**src/hdl/jsu_pkg.sv**
```systemverilog
`default_nettype none

package jsu_pkg;

    typedef enum logic [1:0] {
        MODE_IDLE = 2'd0,
        MODE_BODY = 2'd1,
        MODE_ESC  = 2'd2,
        MODE_HEX  = 2'd3
    } mode_t;

    typedef enum logic [1:0] {
        KIND_DATA = 2'd0,
        KIND_DONE = 2'd1,
        KIND_ERR  = 2'd2
    } kind_t;

    typedef enum logic [2:0] {
        ERR_NONE         = 3'd0,
        ERR_NO_QUOTE     = 3'd1,
        ERR_END_ESCAPE   = 3'd2,
        ERR_BAD_ESCAPE   = 3'd3,
        ERR_SHORT_HEX    = 3'd4,
        ERR_BAD_HEX      = 3'd5,
        ERR_UNTERMINATED = 3'd6
    } err_t;

    typedef struct packed {
        logic [7:0] in_byte;
        logic       text_end;
    } text_word_t;

    typedef struct packed {
        logic [7:0] out_byte;
        kind_t      out_kind;
        err_t       error_code;
        logic       run_last;
    } result_word_t;

    localparam logic [7:0]  CHAR_QUOTE  = 8'h22;
    localparam logic [7:0]  CHAR_BSLASH = 8'h5c;
    localparam logic [7:0]  CHAR_U      = 8'h75;
    localparam logic [15:0] CP_ONE_MAX  = 16'h007f;
    localparam logic [15:0] CP_TWO_MAX  = 16'h07ff;
    localparam logic [7:0]  UTF8_LEAD2  = 8'hc0;
    localparam logic [7:0]  UTF8_LEAD3  = 8'he0;
    localparam logic [7:0]  UTF8_CONT   = 8'h80;

    // Returns {valid, value} for one ASCII hex digit.
    function automatic logic [4:0] hex_digit(input logic [7:0] c);
        logic [4:0] r;
        r = 5'd0;
        if (c inside {[8'h30:8'h39]})
        begin
            r = {1'b1, 4'(c - 8'h30)};
        end
        else if (c inside {[8'h61:8'h66]})
        begin
            r = {1'b1, 4'(c - 8'h57)};
        end
        else if (c inside {[8'h41:8'h46]})
        begin
            r = {1'b1, 4'(c - 8'h37)};
        end
        return r;
    endfunction

    // Returns {valid, byte} for the single-byte escape letters.
    function automatic logic [8:0] escape_byte(input logic [7:0] c);
        logic [8:0] r;
        case (c)
            8'h22:   r = {1'b1, 8'h22};
            8'h5c:   r = {1'b1, 8'h5c};
            8'h2f:   r = {1'b1, 8'h2f};
            8'h62:   r = {1'b1, 8'h08};
            8'h66:   r = {1'b1, 8'h0c};
            8'h6e:   r = {1'b1, 8'h0a};
            8'h72:   r = {1'b1, 8'h0d};
            8'h74:   r = {1'b1, 8'h09};
            default: r = 9'd0;
        endcase
        return r;
    endfunction

    function automatic result_word_t make_word(input logic [7:0] b, input kind_t k,
                                               input err_t e);
        result_word_t w;
        w.out_byte   = b;
        w.out_kind   = k;
        w.error_code = e;
        w.run_last   = 1'b0;
        return w;
    endfunction

endpackage

`default_nettype wire

```
**src/hdl/jsu_text_if.sv**
```systemverilog
`default_nettype none

interface jsu_text_if;
    import jsu_pkg::*;

    logic       valid;
    logic       ready;
    text_word_t data;

    modport source (output valid, output data, input ready);
    modport sink (input valid, input data, output ready);
endinterface

`default_nettype wire

```
**src/hdl/jsu_result_if.sv**
```systemverilog
`default_nettype none

interface jsu_result_if;
    import jsu_pkg::*;

    logic         valid;
    logic         ready;
    result_word_t data;

    modport source (output valid, output data, input ready);
    modport sink (input valid, input data, output ready);
endinterface

`default_nettype wire

```
**src/hdl/json_string_unescaper.sv**
```systemverilog
`default_nettype none

// JSON string unescaper. Takes one text byte per cycle on the text channel
// while text.ready is high, and returns decoded string bytes, a completion word
// per closing quote, or an error word on the result channel. A text word goes
// into an input register and, once the result buffer can take its group, is
// decoded into up to three result words, which leave one per cycle from a
// three-entry result buffer while the result port is ready. With the port
// ready, the sustained rate is one text word per cycle, set by the result
// buffer: a \u escape that encodes to two or three UTF-8 bytes holds the port
// for one word per byte, and the input register absorbs one further word
// meanwhile. The last result word caused by a text word carries run_last.
module json_string_unescaper (
    input  wire logic    clk,
    input  wire logic    rst_n,
    jsu_text_if.sink     text,
    jsu_result_if.source result
);
    import jsu_pkg::*;

    mode_t        mode_reg, mode_next;
    logic [1:0]   hex_cnt_reg, hex_cnt_next;
    logic [11:0]  cp_reg, cp_next;

    logic         in_full_reg, in_full_next;
    text_word_t   in_word_reg;

    result_word_t slot_reg [3];
    logic [1:0]   rem_reg, rem_next;

    result_word_t dec_res [3];
    logic [1:0]   dec_cnt;

    logic [7:0]   c;
    logic         e;
    logic         hex_ok;
    logic [3:0]   hex_val;
    logic [15:0]  cp_full;
    logic         esc_ok;
    logic [7:0]   esc_val;
    logic         pop;
    logic         drain_ok;
    logic         load;
    logic         take;

    assign c               = in_word_reg.in_byte;
    assign e               = in_word_reg.text_end;
    assign {hex_ok, hex_val} = hex_digit(c);
    assign {esc_ok, esc_val} = escape_byte(c);
    assign cp_full         = {cp_reg, hex_val};

    assign pop      = (rem_reg != 2'd0) && result.ready;
    // The buffer can take a new group when empty or when its last word leaves now.
    assign drain_ok = (rem_reg == 2'd0) || ((rem_reg == 2'd1) && result.ready);
    assign load     = in_full_reg && drain_ok;
    assign take     = text.valid && text.ready;

    assign text.ready   = !in_full_reg || load;
    assign result.valid = (rem_reg != 2'd0);
    assign result.data  = slot_reg[0];

    always_comb
    begin
        mode_next    = mode_reg;
        hex_cnt_next = hex_cnt_reg;
        cp_next      = cp_reg;
        case (mode_reg)
            MODE_IDLE:
            begin
                if (!e && (c == CHAR_QUOTE))
                begin
                    mode_next = MODE_BODY;
                end
            end
            MODE_BODY:
            begin
                if (e || (c == CHAR_QUOTE))
                begin
                    mode_next = MODE_IDLE;
                end
                else if (c == CHAR_BSLASH)
                begin
                    mode_next = MODE_ESC;
                end
            end
            MODE_ESC:
            begin
                if (e)
                begin
                    mode_next = MODE_IDLE;
                end
                else if (c == CHAR_U)
                begin
                    mode_next    = MODE_HEX;
                    hex_cnt_next = 2'd0;
                    cp_next      = 12'd0;
                end
                else if (esc_ok)
                begin
                    mode_next = MODE_BODY;
                end
                else
                begin
                    mode_next = MODE_IDLE;
                end
            end
            MODE_HEX:
            begin
                if (e || !hex_ok)
                begin
                    mode_next    = MODE_IDLE;
                    hex_cnt_next = 2'd0;
                    cp_next      = 12'd0;
                end
                else if (hex_cnt_reg == 2'd3)
                begin
                    mode_next    = MODE_BODY;
                    hex_cnt_next = 2'd0;
                    cp_next      = 12'd0;
                end
                else
                begin
                    hex_cnt_next = hex_cnt_reg + 2'd1;
                    cp_next      = cp_full[11:0];
                end
            end
            default:
            begin
                mode_next = MODE_IDLE;
            end
        endcase
    end

    always_comb
    begin
        dec_cnt    = 2'd0;
        dec_res[0] = make_word(8'h00, KIND_DATA, ERR_NONE);
        dec_res[1] = make_word(8'h00, KIND_DATA, ERR_NONE);
        dec_res[2] = make_word(8'h00, KIND_DATA, ERR_NONE);
        case (mode_reg)
            MODE_IDLE:
            begin
                if (e || !(c inside {8'h20, 8'h09, 8'h0d, 8'h0a, CHAR_QUOTE}))
                begin
                    dec_cnt    = 2'd1;
                    dec_res[0] = make_word(8'h00, KIND_ERR, ERR_NO_QUOTE);
                end
            end
            MODE_BODY:
            begin
                if (e)
                begin
                    dec_cnt    = 2'd1;
                    dec_res[0] = make_word(8'h00, KIND_ERR, ERR_UNTERMINATED);
                end
                else if (c == CHAR_QUOTE)
                begin
                    dec_cnt    = 2'd1;
                    dec_res[0] = make_word(8'h00, KIND_DONE, ERR_NONE);
                end
                else if (c != CHAR_BSLASH)
                begin
                    dec_cnt    = 2'd1;
                    dec_res[0] = make_word(c, KIND_DATA, ERR_NONE);
                end
            end
            MODE_ESC:
            begin
                if (e)
                begin
                    dec_cnt    = 2'd1;
                    dec_res[0] = make_word(8'h00, KIND_ERR, ERR_END_ESCAPE);
                end
                else if (esc_ok)
                begin
                    dec_cnt    = 2'd1;
                    dec_res[0] = make_word(esc_val, KIND_DATA, ERR_NONE);
                end
                else if (c != CHAR_U)
                begin
                    dec_cnt    = 2'd1;
                    dec_res[0] = make_word(8'h00, KIND_ERR, ERR_BAD_ESCAPE);
                end
            end
            MODE_HEX:
            begin
                if (e)
                begin
                    dec_cnt    = 2'd1;
                    dec_res[0] = make_word(8'h00, KIND_ERR, ERR_SHORT_HEX);
                end
                else if (!hex_ok)
                begin
                    dec_cnt    = 2'd1;
                    dec_res[0] = make_word(8'h00, KIND_ERR, ERR_BAD_HEX);
                end
                else if (hex_cnt_reg == 2'd3)
                begin
                    if (cp_full <= CP_ONE_MAX)
                    begin
                        dec_cnt    = 2'd1;
                        dec_res[0] = make_word(cp_full[7:0], KIND_DATA, ERR_NONE);
                    end
                    else if (cp_full <= CP_TWO_MAX)
                    begin
                        dec_cnt    = 2'd2;
                        dec_res[0] = make_word(UTF8_LEAD2 | {3'd0, cp_full[10:6]},
                                               KIND_DATA, ERR_NONE);
                        dec_res[1] = make_word(UTF8_CONT | {2'd0, cp_full[5:0]},
                                               KIND_DATA, ERR_NONE);
                    end
                    else
                    begin
                        dec_cnt    = 2'd3;
                        dec_res[0] = make_word(UTF8_LEAD3 | {4'd0, cp_full[15:12]},
                                               KIND_DATA, ERR_NONE);
                        dec_res[1] = make_word(UTF8_CONT | {2'd0, cp_full[11:6]},
                                               KIND_DATA, ERR_NONE);
                        dec_res[2] = make_word(UTF8_CONT | {2'd0, cp_full[5:0]},
                                               KIND_DATA, ERR_NONE);
                    end
                end
            end
            default:
            begin
                dec_cnt = 2'd0;
            end
        endcase
        case (dec_cnt)
            2'd1:    dec_res[0].run_last = 1'b1;
            2'd2:    dec_res[1].run_last = 1'b1;
            2'd3:    dec_res[2].run_last = 1'b1;
            default: dec_res[0].run_last = 1'b0;
        endcase
    end

    always_comb
    begin
        in_full_next = in_full_reg;
        if (take)
        begin
            in_full_next = 1'b1;
        end
        else if (load)
        begin
            in_full_next = 1'b0;
        end
    end

    always_comb
    begin
        rem_next = rem_reg;
        if (load)
        begin
            rem_next = dec_cnt;
        end
        else if (pop)
        begin
            rem_next = rem_reg - 2'd1;
        end
    end

    always_ff @(posedge clk or negedge rst_n)
    begin
        if (!rst_n)
        begin
            mode_reg    <= MODE_IDLE;
            hex_cnt_reg <= 2'd0;
            cp_reg      <= 12'd0;
            in_full_reg <= 1'b0;
            rem_reg     <= 2'd0;
        end
        else
        begin
            in_full_reg <= in_full_next;
            rem_reg     <= rem_next;
            if (load)
            begin
                mode_reg    <= mode_next;
                hex_cnt_reg <= hex_cnt_next;
                cp_reg      <= cp_next;
            end
        end
    end

    always_ff @(posedge clk)
    begin
        if (take)
        begin
            in_word_reg <= text.data;
        end
        if (load)
        begin
            slot_reg[0] <= dec_res[0];
            slot_reg[1] <= dec_res[1];
            slot_reg[2] <= dec_res[2];
        end
        else if (pop)
        begin
            slot_reg[0] <= slot_reg[1];
            slot_reg[1] <= slot_reg[2];
        end
    end

    // A completion or error word always closes the group of its text word.
    a_final_word_last : assert property (@(posedge clk) disable iff (!rst_n)
        (result.valid && (result.data.out_kind != KIND_DATA)) |-> result.data.run_last)
        else $error("completion or error word without run_last");

    a_code_matches_kind : assert property (@(posedge clk) disable iff (!rst_n)
        result.valid |->
            ((result.data.out_kind == KIND_ERR) == (result.data.error_code != ERR_NONE)))
        else $error("error code does not match word kind");

    // Decoding state only advances when the held text word is consumed.
    a_state_hold : assert property (@(posedge clk) disable iff (!rst_n)
        !$past(load) |-> $stable(mode_reg) && $stable(hex_cnt_reg))
        else $error("decode state changed without a consumed text word");

    a_ready_stall : assert property (@(posedge clk) disable iff (!rst_n)
        !text.ready |-> (in_full_reg && (rem_reg != 2'd0)))
        else $error("text channel stalled with room to accept");

endmodule

`default_nettype wire
```
**src/flat_wrapper.sv**
```systemverilog
// flat-port wrapper written by rule: the top's interface ports become plain ports
module json_string_unescaper_flat import jsu_pkg::*;
  (clk, rst_n, text_valid, text_data, text_ready, result_valid, result_data, result_ready);
  jsu_text_if text_i ();
  jsu_result_if result_i ();
  input  wire logic clk;
  input  wire logic rst_n;
  input wire logic [$bits(text_i.valid)-1:0] text_valid;
  input wire logic [$bits(text_i.data)-1:0] text_data;
  output wire logic [$bits(text_i.ready)-1:0] text_ready;
  output wire logic [$bits(result_i.valid)-1:0] result_valid;
  output wire logic [$bits(result_i.data)-1:0] result_data;
  input wire logic [$bits(result_i.ready)-1:0] result_ready;
  assign text_i.valid = text_valid;
  assign text_i.data = text_data;
  assign text_ready = text_i.ready;
  assign result_valid = result_i.valid;
  assign result_data = result_i.data;
  assign result_i.ready = result_ready;
  json_string_unescaper u_core (.clk(clk), .rst_n(rst_n), .text(text_i), .result(result_i));
endmodule
```
**config.mk**
```make
export PLATFORM = sky130hd
export DESIGN_NAME = json_string_unescaper_flat
export DESIGN_NICKNAME = d
export VERILOG_FILES = /design/src/hdl/jsu_pkg.sv /design/src/hdl/jsu_text_if.sv /design/src/hdl/jsu_result_if.sv /design/src/hdl/json_string_unescaper.sv /design/src/flat_wrapper.sv
export SDC_FILE = /design/constraint.sdc
export NUM_CORES = 1
export LEC_CHECK = 0
export BUFFER_PORTS_ARGS = -buffer_cell sky130_fd_sc_hd__clkbuf_2
export CAP_MARGIN = 0
export CORE_MARGIN = 2
export CORE_UTILIZATION = 25
export DETAILED_ROUTE_END_ITERATION = 6
export PLACE_DENSITY = 0.4
export REMOVE_ABC_BUFFERS = 1
export SETUP_SLACK_MARGIN = 0.15
export SKIP_CTS_REPAIR_TIMING = 1
export SYNTH_ARGS = -nofsm -noshare
export SYNTH_HDL_FRONTEND = slang
export SYNTH_SLANG_ARGS = --single-unit
```
**constraint.sdc**
```tcl
create_clock -name clk -period 2.7 [get_ports clk]
set_input_delay 0.54 -clock clk [delete_from_list [all_inputs] [get_ports clk]]
set_output_delay 0.54 -clock clk [all_outputs]
set_load 0.03 [all_outputs]
```
## Yosys cells after proc, flatten, opt, wreduce, memory -nomap -nowiden

Memory sizes are Yosys's and may differ from the RTL's.
Index checks and enable logic that the tools add are counted.

- Bits of input ports: 13
- Register bits: 28
- Memories kept: 1
- Output and inout bits: 16
- RAM bits: 42

Memories:

| memory | words | bits a word | rd ports | clocked after Yosys merged registers in | write ports | RTL line | source |
|---|---|---|---|---|---|---|---|
| u_core.slot_reg | 3 | 14 | 3 | 0 | 3 | json_string_unescaper.sv:28 | `result_word_t slot_reg [3];` |

- Bitwise operators: 2
- Magnitude comparators: 8
- Multiplexer cells: 68
- Add/sub/neg operators: 5
- Reductions and logical operators: 27
- Equal/unequal tests: 28

Operator list:

| cell | count |
|---|---|
| 2-to-1 mux 14 bit | 11 |
| 2-to-1 mux 28 bit | 4 |
| one-hot mux 9 bit (8 select lines) | 1 |
| equality test 8 x 7 -> 1 bit, second input constant | 7 |
| one-hot mux 14 bit (4 select lines) | 1 |
| 2-to-1 mux 12 bit | 4 |
| 2-to-1 mux 2 bit | 21 |
| 2-to-1 mux 42 bit | 1 |
| 2-to-1 mux 26 bit | 1 |
| equality test 8 x 4 -> 1 bit, second input constant | 3 |
| equality test 8 x 6 -> 1 bit, second input constant | 3 |
| one-hot mux 12 bit (2 select lines) | 1 |
| >= comparator 8 x 7 -> 1 bit, second input constant | 2 |
| <= comparator 16 x 11 -> 1 bit, second input constant | 1 |
| <= comparator 16 x 7 -> 1 bit, second input constant | 1 |
| <= comparator 8 x 7 -> 1 bit, second input constant | 2 |
| inequality test 8 x 7 -> 1 bit, second input constant | 2 |
| one-hot mux 2 bit (4 select lines) | 2 |
| 2-to-1 mux 5 bit | 3 |
| 2-to-1 mux 1 bit | 14 |
| 2-to-1 mux 6 bit | 2 |
| equality test 2 bit, second input constant | 5 |
| >= comparator 8 x 6 -> 1 bit, second input constant | 1 |
| <= comparator 8 x 6 -> 1 bit, second input constant | 1 |
| other kinds (19) | 44 |

## Longest topological paths before layout

Gate-level depths: netlist (run 1).

- Depth after elaboration: 16
- Mapped depth: 9
- Depth with buffers taken out: 8

## Worst setup path after synthesis (run 1)

Ideal clock, no wire load.

- Path kind: reg2reg
- Start: reg u_core.in_word_reg, in the netlist u_core.c[0]
- End: reg u_core.mode_reg[0]
- Setup slack: 210 ps
- Period minus slack after synthesis: 2490 ps
- Buffers on the path: 0
- Required time: 2579 ps
- Stages on the path, launching flop included: 9
- Arrival: 2369 ps
- Cells stage by stage: edfxtp_1 -> inv_1 -> ha_1 -> and4b_1 -> o311a_1 -> nor4_2 -> nor2_1 -> or4_1 -> o22a_1

- Cells in the longest elaborated chain, start to end: 9
- Elaborated cells between the ends (all ways): 36

RTL lines:

| item | RTL line | source |
|---|---|---|
| start, declared | json_string_unescaper.sv:26 | `text_word_t in_word_reg;` |
| start signal, assigned | json_string_unescaper.sv:290 | `in_word_reg <= text.data;` |
| >= comparator 8 x 7 -> 1 bit or <= comparator 8 x 7 -> 1 bit (tied branches) | jsu_pkg.sv:61 | `else if (c inside {[8'h41:8'h46]})` |
| logical AND 1 bit | jsu_pkg.sv:61 |  |
| 2-to-1 mux 5 bit | jsu_pkg.sv:61 |  |
| 2-to-1 mux 5 bit | jsu_pkg.sv:57 | `else if (c inside {[8'h61:8'h66]})` |
| 2-to-1 mux 5 bit | jsu_pkg.sv:53 | `if (c inside {[8'h30:8'h39]})` |
| zero test 1 bit | json_string_unescaper.sv:109 | `if (e \|\| !hex_ok)` |
| logical OR 1 bit | json_string_unescaper.sv:109 |  |
| inequality test 3 x 1 -> 1 bit (no line) or 2-to-1 mux 2 bit (tied branches) | - |  |
| AND reduction 4 bit (no line) or one-hot mux 2 bit (4 select lines) (tied branches) | - |  |
| end signal, assigned | json_string_unescaper.sv:279 | `mode_reg <= mode_next;` |
| end, declared | json_string_unescaper.sv:21 | `mode_t mode_reg, mode_next;` |

Several ways; a longest one is shown, not always the timed one.
A chain may end at the register's enable or synchronous reset.

==> results of run 1 <==
[critical path, delay by kind of cell, from the launching register on]
kind | cells | cell delay [ps]
AO/OA/AOI/OAI | 3 | 570
flip-flops | 1 | 510
buffers and inverters | 1 | 150
AND/OR/NAND/NOR | 3 | 960
[worst paths after layout]
check                                            from  slack, ps  cells after the start                     to
worst max-delay path                      u_core.c[4]        240                      7  u_core.slot_reg[0][8]
worst min-delay path                            rst_n        170                      1     u_core.in_full_reg
worst max register to register            u_core.c[4]        240                      7  u_core.slot_reg[0][8]
worst min register to register  u_core.hex_cnt_reg[0]        490                      1  u_core.hex_cnt_reg[0]
max in group asynchronous                       rst_n       2160                      1  u_core.hex_cnt_reg[1]
min in group clk                         text_data[7]        380                      1            u_core.c[6]
[cells in the final DEF, fill, tap and decap left out, types with 3 or more instances in the layout]
cell type / count
a21oi_1: 15
a21oi_2: 3
a22o_1: 14
a31oi_1: 4
and2_1: 3
and3_1: 4
buf_4: 44
clkbuf_16: 9
clkbuf_2: 28
dfrtp_1: 19
edfxtp_1: 39
ha_1: 10
inv_1: 16
nand2_1: 39
nand2b_1: 6
nand3_1: 3
nand4_1: 3
nor2_1: 24
nor2b_1: 4
nor3_1: 3
nor3b_1: 3
nor4_1: 6
o211ai_1: 5
o21ai_0: 10
o21ai_1: 17
o31ai_1: 5
o41ai_1: 5
[layout make-up]
type	instances	share of cell area, %
multi-input cells	242	38.8
flip-flops and latches	58	37.2
repair buffers	72	10.6
clock buffers	12	5.79
well taps	180	5.08
inverters	17	1.44
clock inverters	4	1.10
[logic make-up (layout without fill, tap and decap cells)]
| group | count (synthesis) | in the layout | synth area share (%) |
|---|---|---|---|
| buffers and inverters | 45 | 105 | 7.01 |
| AND/OR/NAND/NOR | 122 | 122 | 19.2 |
| AO/OA/AOI/OAI | 105 | 105 | 21.4 |
| XOR/XNOR | 1 | 1 | 0.252 |
| adder cells (fa/ha/maj) | 12 | 12 | 4.31 |
| flip-flops | 58 | 58 | 47.3 |
| multiplexers | 2 | 2 | 0.575 |
[metrics by stage]
step / setup slack, ps / instance area (µm²) / TNS, ps
4_1_cts: -89.1 / 4210 / -89.1
3_5_place_dp: -71.0 / 3910 / -71.0
6_report: 244 / 4430 / 0
3_3_place_gp: -77.8 / 3910 / -77.8
5_1_grt: 114 / 4430 / 0
2_1_floorplan: -100 / 3300 / -100
[routing by layer]
metal,wire length (µm),up-vias,share of wire [%],global-route usage (%)
met5,0,-,0,0
met2,4830,68,48,22.6
met4,224,0,2.2,6.39
met1,4620,1383,46,18.0
met3,373,18,3.7,3.32
li1,-,1395,-,-
[where the power goes]
part	total [mW]	internal [mW]	switching [mW]
Combinational	1.79	0.640	1.15
Sequential	1.47	1.34	0.128
Clock	1.16	0.763	0.402
Total	4.42	2.74	1.68
==> metrics, run 1 <==
CTS Buf Count=9; Syn Std Cell Area=0.00348 mm²; Clock Skew=7.10 ps; Antenna Nets Post-Route=0; final core utilization=32.3%; Placer Congestion=0.843; Synth warnings=0; max-cap violations=0; synth unique cells=67; Root Buffer=clkbuf_16; status=complete, no violations; Initial DRC Count=195; Crit. End Element=flop; Critical Path Start Type=flop; I/O Buffers=28; Die ar.=0.0149 mm²; ANT cells=0; CP max FO=7; Post-synth EDFFs=39; hold_ws=172 ps; share of the synthesized area in the top cell type=33.7%; Leak=1.79 nW; max reg flops=30; register area share after synthesis=47.3%; Mapped Avg Cell Area=10.1 µm²; dpl hpwl=7390 µm; Yosys top cell by area=edfxtp_1; Cells after Synth=345; synthesis-to-layout area growth=27.3%; final WL=10,000 µm; CTS sink count=58; Via Count=2,864; Final Max Slew Viols=0; Synth async-reset ratio=32.8%; largest net degree at the start of global routing=20; synth top area cells=edfxtp_1, dfrtp_1, ha_1, nand2_1, buf_4; wire per inst=17.2 µm; cell-by-cell trace of the critical path=and2_2, and4_2, or3b_1, a31oi_1, o21ai_1, buf_4, a221o_1; # setup viols final=0; Fin. Hold Viols=0; via density per instance=4.90; Pre-antenna DRT Iters=5; net count reported at finish=425; Die Wd=122 µm; Site Rows=43; number of antenna violations at the first check in global routing=0; worst vdd ir=0.314 mV; PwrDens=998 mW/mm²; Main synth FF type=edfxtp_1; kind of critical path=reg -> reg; Cells after DPL=557; Period minus WS final=2460 ps; CTS Buffer Depth=2; min-delay worst type=in -> async; CP max stage cell=edfxtp_1; Reg clk slew, reported paths=50 ps; RSZ-0062 raised after global routing=true; gr usage total=14.1%; CTS tree=built; number of global-route vias before repair=2,786; I/O pin total=29; fin cells=585; Fill cells=1,436; H-tree depth=3; register bit total from synthesis=58; Power Total=4.42 mW; Die Height=122 µm; gr ovfl total=0; Max transition margin=60.7%; Worst Path Arrival=2530 ps; leading cell types by count after synthesis=edfxtp_1, nand2_1, nor2_1; first-pass GRT wire length=15,500 µm; share of the clock period used by the worst path=91.0%; multi-input logic area=0.00172 mm²; f_max=407 MHz; Core Footprint=0.0137 mm²; worst-margin pin slew=586 ps; Worst path max stage delay=510 ps; DRC Markers=0; sequential cell area=0.00165 mm²; share of layout cells above drive strength 1=29.9%; Starting Density=25.4%; Clock Latency Late Sink=330 ps; Critical Path RT=2780 ps
Note: power is estimated with default switching activity, not from simulation.
==> run 2, diff against run 1 <==
Settings changed: CORE_ASPECT_RATIO from default to 0.75.
==> run 2 against run 1 <==
Core utilization fell by 0.25 points. Non-clock buffer count fell by 2. Maximum frequency fell by 1.6%. Clock power fell by 8%. Count of clock-buffer cells in the layout fell by 2. Combinational power barely moved. Clock skew rose by 1.2 ps. Via count rose by 1.5%. Wire length rose by 3.4%. Sequential share of layout area rose by 0.46 points. Cell count fell by 1.4%. Total power fell by 1.7%. Critical path type unchanged. Largest cell class unchanged. Highest routed layer unchanged.
==> metrics, run 2 (same netlist as run 1, synthesis figures left out) <==
# setup viols final=0 (unchanged); CTS sink count=58 (unchanged); CTS tree=built; gr usage total=14.4% (+0.31 points); Crit. End Element=flop; wire per inst=18.0 µm (+4.8%); crit-path most repeated cell=a22o_1; Critical Path RT=2780 ps (about the same); Place WS=122 ps (+193 ps); DRC Markers=0 (unchanged); H-tree depth=3 (unchanged); status=complete, no violations; Worst path max stage delay=460 ps (-50 ps); number of global-route vias before repair=2,816 (+1.1%); CP max stage cell=edfxtp_1; share of layout cells above drive strength 1=27.9% (-2.0 points); Period minus WS final=2500 ps (+41.1 ps); f_max=400 MHz (-1.6%); RSZ-0062 raised after global routing=true; PwrDens=993 mW/mm² (-0.46%); max reg flops=30 (unchanged); via density per instance=5.04 (+2.9%); synthesis-to-layout area growth=25.8%; Worst Path Arrival=2570 ps (+40 ps); Clock Skew=8.33 ps (+1.23 ps); Die Height=106 µm (-13%); gr ovfl total=0 (unchanged); max-cap violations=0 (unchanged); Site Rows=37 (-14%); Reg clk slew, reported paths=50 ps (about the same); net count reported at finish=423 (-0.47%); kind of critical path=reg -> reg; Clock Latency Late Sink=330 ps (about the same); Root Buffer=clkbuf_16; min-delay worst type=in -> async; I/O Buffers=28 (unchanged); CP max FO=7 (unchanged); cell-by-cell trace of the critical path=buf_6, ha_4, o21bai_1, a22o_1, a41o_1, buf_4, o211ai_1, a211oi_2, a22o_1; number of antenna violations at the first check in global routing=0 (unchanged); Core Footprint=0.0137 mm² (-0.46%); first-pass GRT wire length=16,300 µm (+4.6%); PnR worst setup slack=203 ps (-41.1 ps); dpl hpwl=7840 µm (+6.0%); final core utilization=32.0% (-0.25 points); Via Count=2,906 (+1.5%); Die Wd=140 µm (+15%); Final Max Slew Viols=0 (unchanged); worst vdd ir=0.297 mV (-5.4%); largest net degree at the start of global routing=20 (unchanged); Max transition margin=59.2% (-1.5 points); ANT cells=0 (unchanged); worst-margin pin slew=611 ps (+25.2 ps); CTS Buffer Depth=2 (unchanged); final WL=10,400 µm (+3.4%); I/O pin total=29 (unchanged); share of the clock period used by the worst path=92.5% (+1.5 points); Die ar.=0.0149 mm² (about the same); most frequent cells in the layout=nand2_1, buf_4, edfxtp_1, clkbuf_2, nor2_1; CTS Buf Count=9 (unchanged); Fin. Hold Viols=0 (unchanged); Placer Congestion=0.828 (-1.8%); Initial DRC Count=229 (+17%); Antenna Nets Post-Route=0 (unchanged); Starting Density=25.5% (+0.12 points); Leak=1.77 nW (-1.3%); Pre-antenna DRT Iters=5 (unchanged); Critical Path Start Type=flop
-- run 2: cell count changes in the layout (fill, tap and decap cells not counted), moves of 2 or more --
cell,delta
buf_4,-5
buf_6,+2
clkbuf_8,-2
clkinv_1,+3
o21ai_0,+2
o21ai_1,-2
-- run 2: final cells by class --
cell class                 instances  area, µm²
clock buffer                      10        229
clock inverter                     5       46.3
fill                            1398       9280
inverter                          17       63.8
multi-input combinational        242       1700
sequential                        58       1650
tap                              175        219
timing repair buffer              70        475
-- run 2: per-layer routing --
layer | global-route usage [%] | wire length [µm]
met4 | 4.18 | 195
met2 | 19.9 | 4160
met5 | 0 | 0
met3 | 3.87 | 687
met1 | 21.7 | 5350
-- run 2: critical path: cells and delay by family (launching register included) --
family | cells | cell delay [ps]
buffers and inverters | 2 | 320
DFF | 1 | 460
adders and majority gates | 1 | 170
AOI/OAI and AO/OA | 6 | 1290
-- run 2: where the power goes --
group          switching, mW  leakage, nW  internal [mW]
Clock                  0.377        0.135          0.696
Combinational           1.14        0.998          0.626
Sequential             0.167        0.636           1.34
-- run 2: final timing paths --
path | slack [ps] | from | end | cells after the start
worst max-delay path | 200 | u_core.c[1] | u_core.slot_reg[0][14] | 9
worst min-delay path | 200 | rst_n | u_core.cp_reg[2] | 1
worst max register to register | 200 | u_core.c[1] | u_core.slot_reg[0][14] | 9
worst min register to register | 500 | u_core.hex_cnt_reg[0] | u_core.hex_cnt_reg[0] | 1
max in group asynchronous | 2120 | rst_n | u_core.rem_reg[0] | 1
min in group clk | 390 | text_data[5] | u_core.c[4] | 1
-- run 2: stage by stage --
stage          power (mW)  instances  cell area (µm²)  hold slack, ps  TNS, ps
2_1_floorplan        2.52        317             3300             244     -100
3_3_place_gp         3.23        556             3950             487        0
3_5_place_dp         3.21        556             3950             492        0
4_1_cts              4.29        571             4220             213        0
5_1_grt              4.61        577             4380             236        0
6_report             4.35        577             4380             199        0
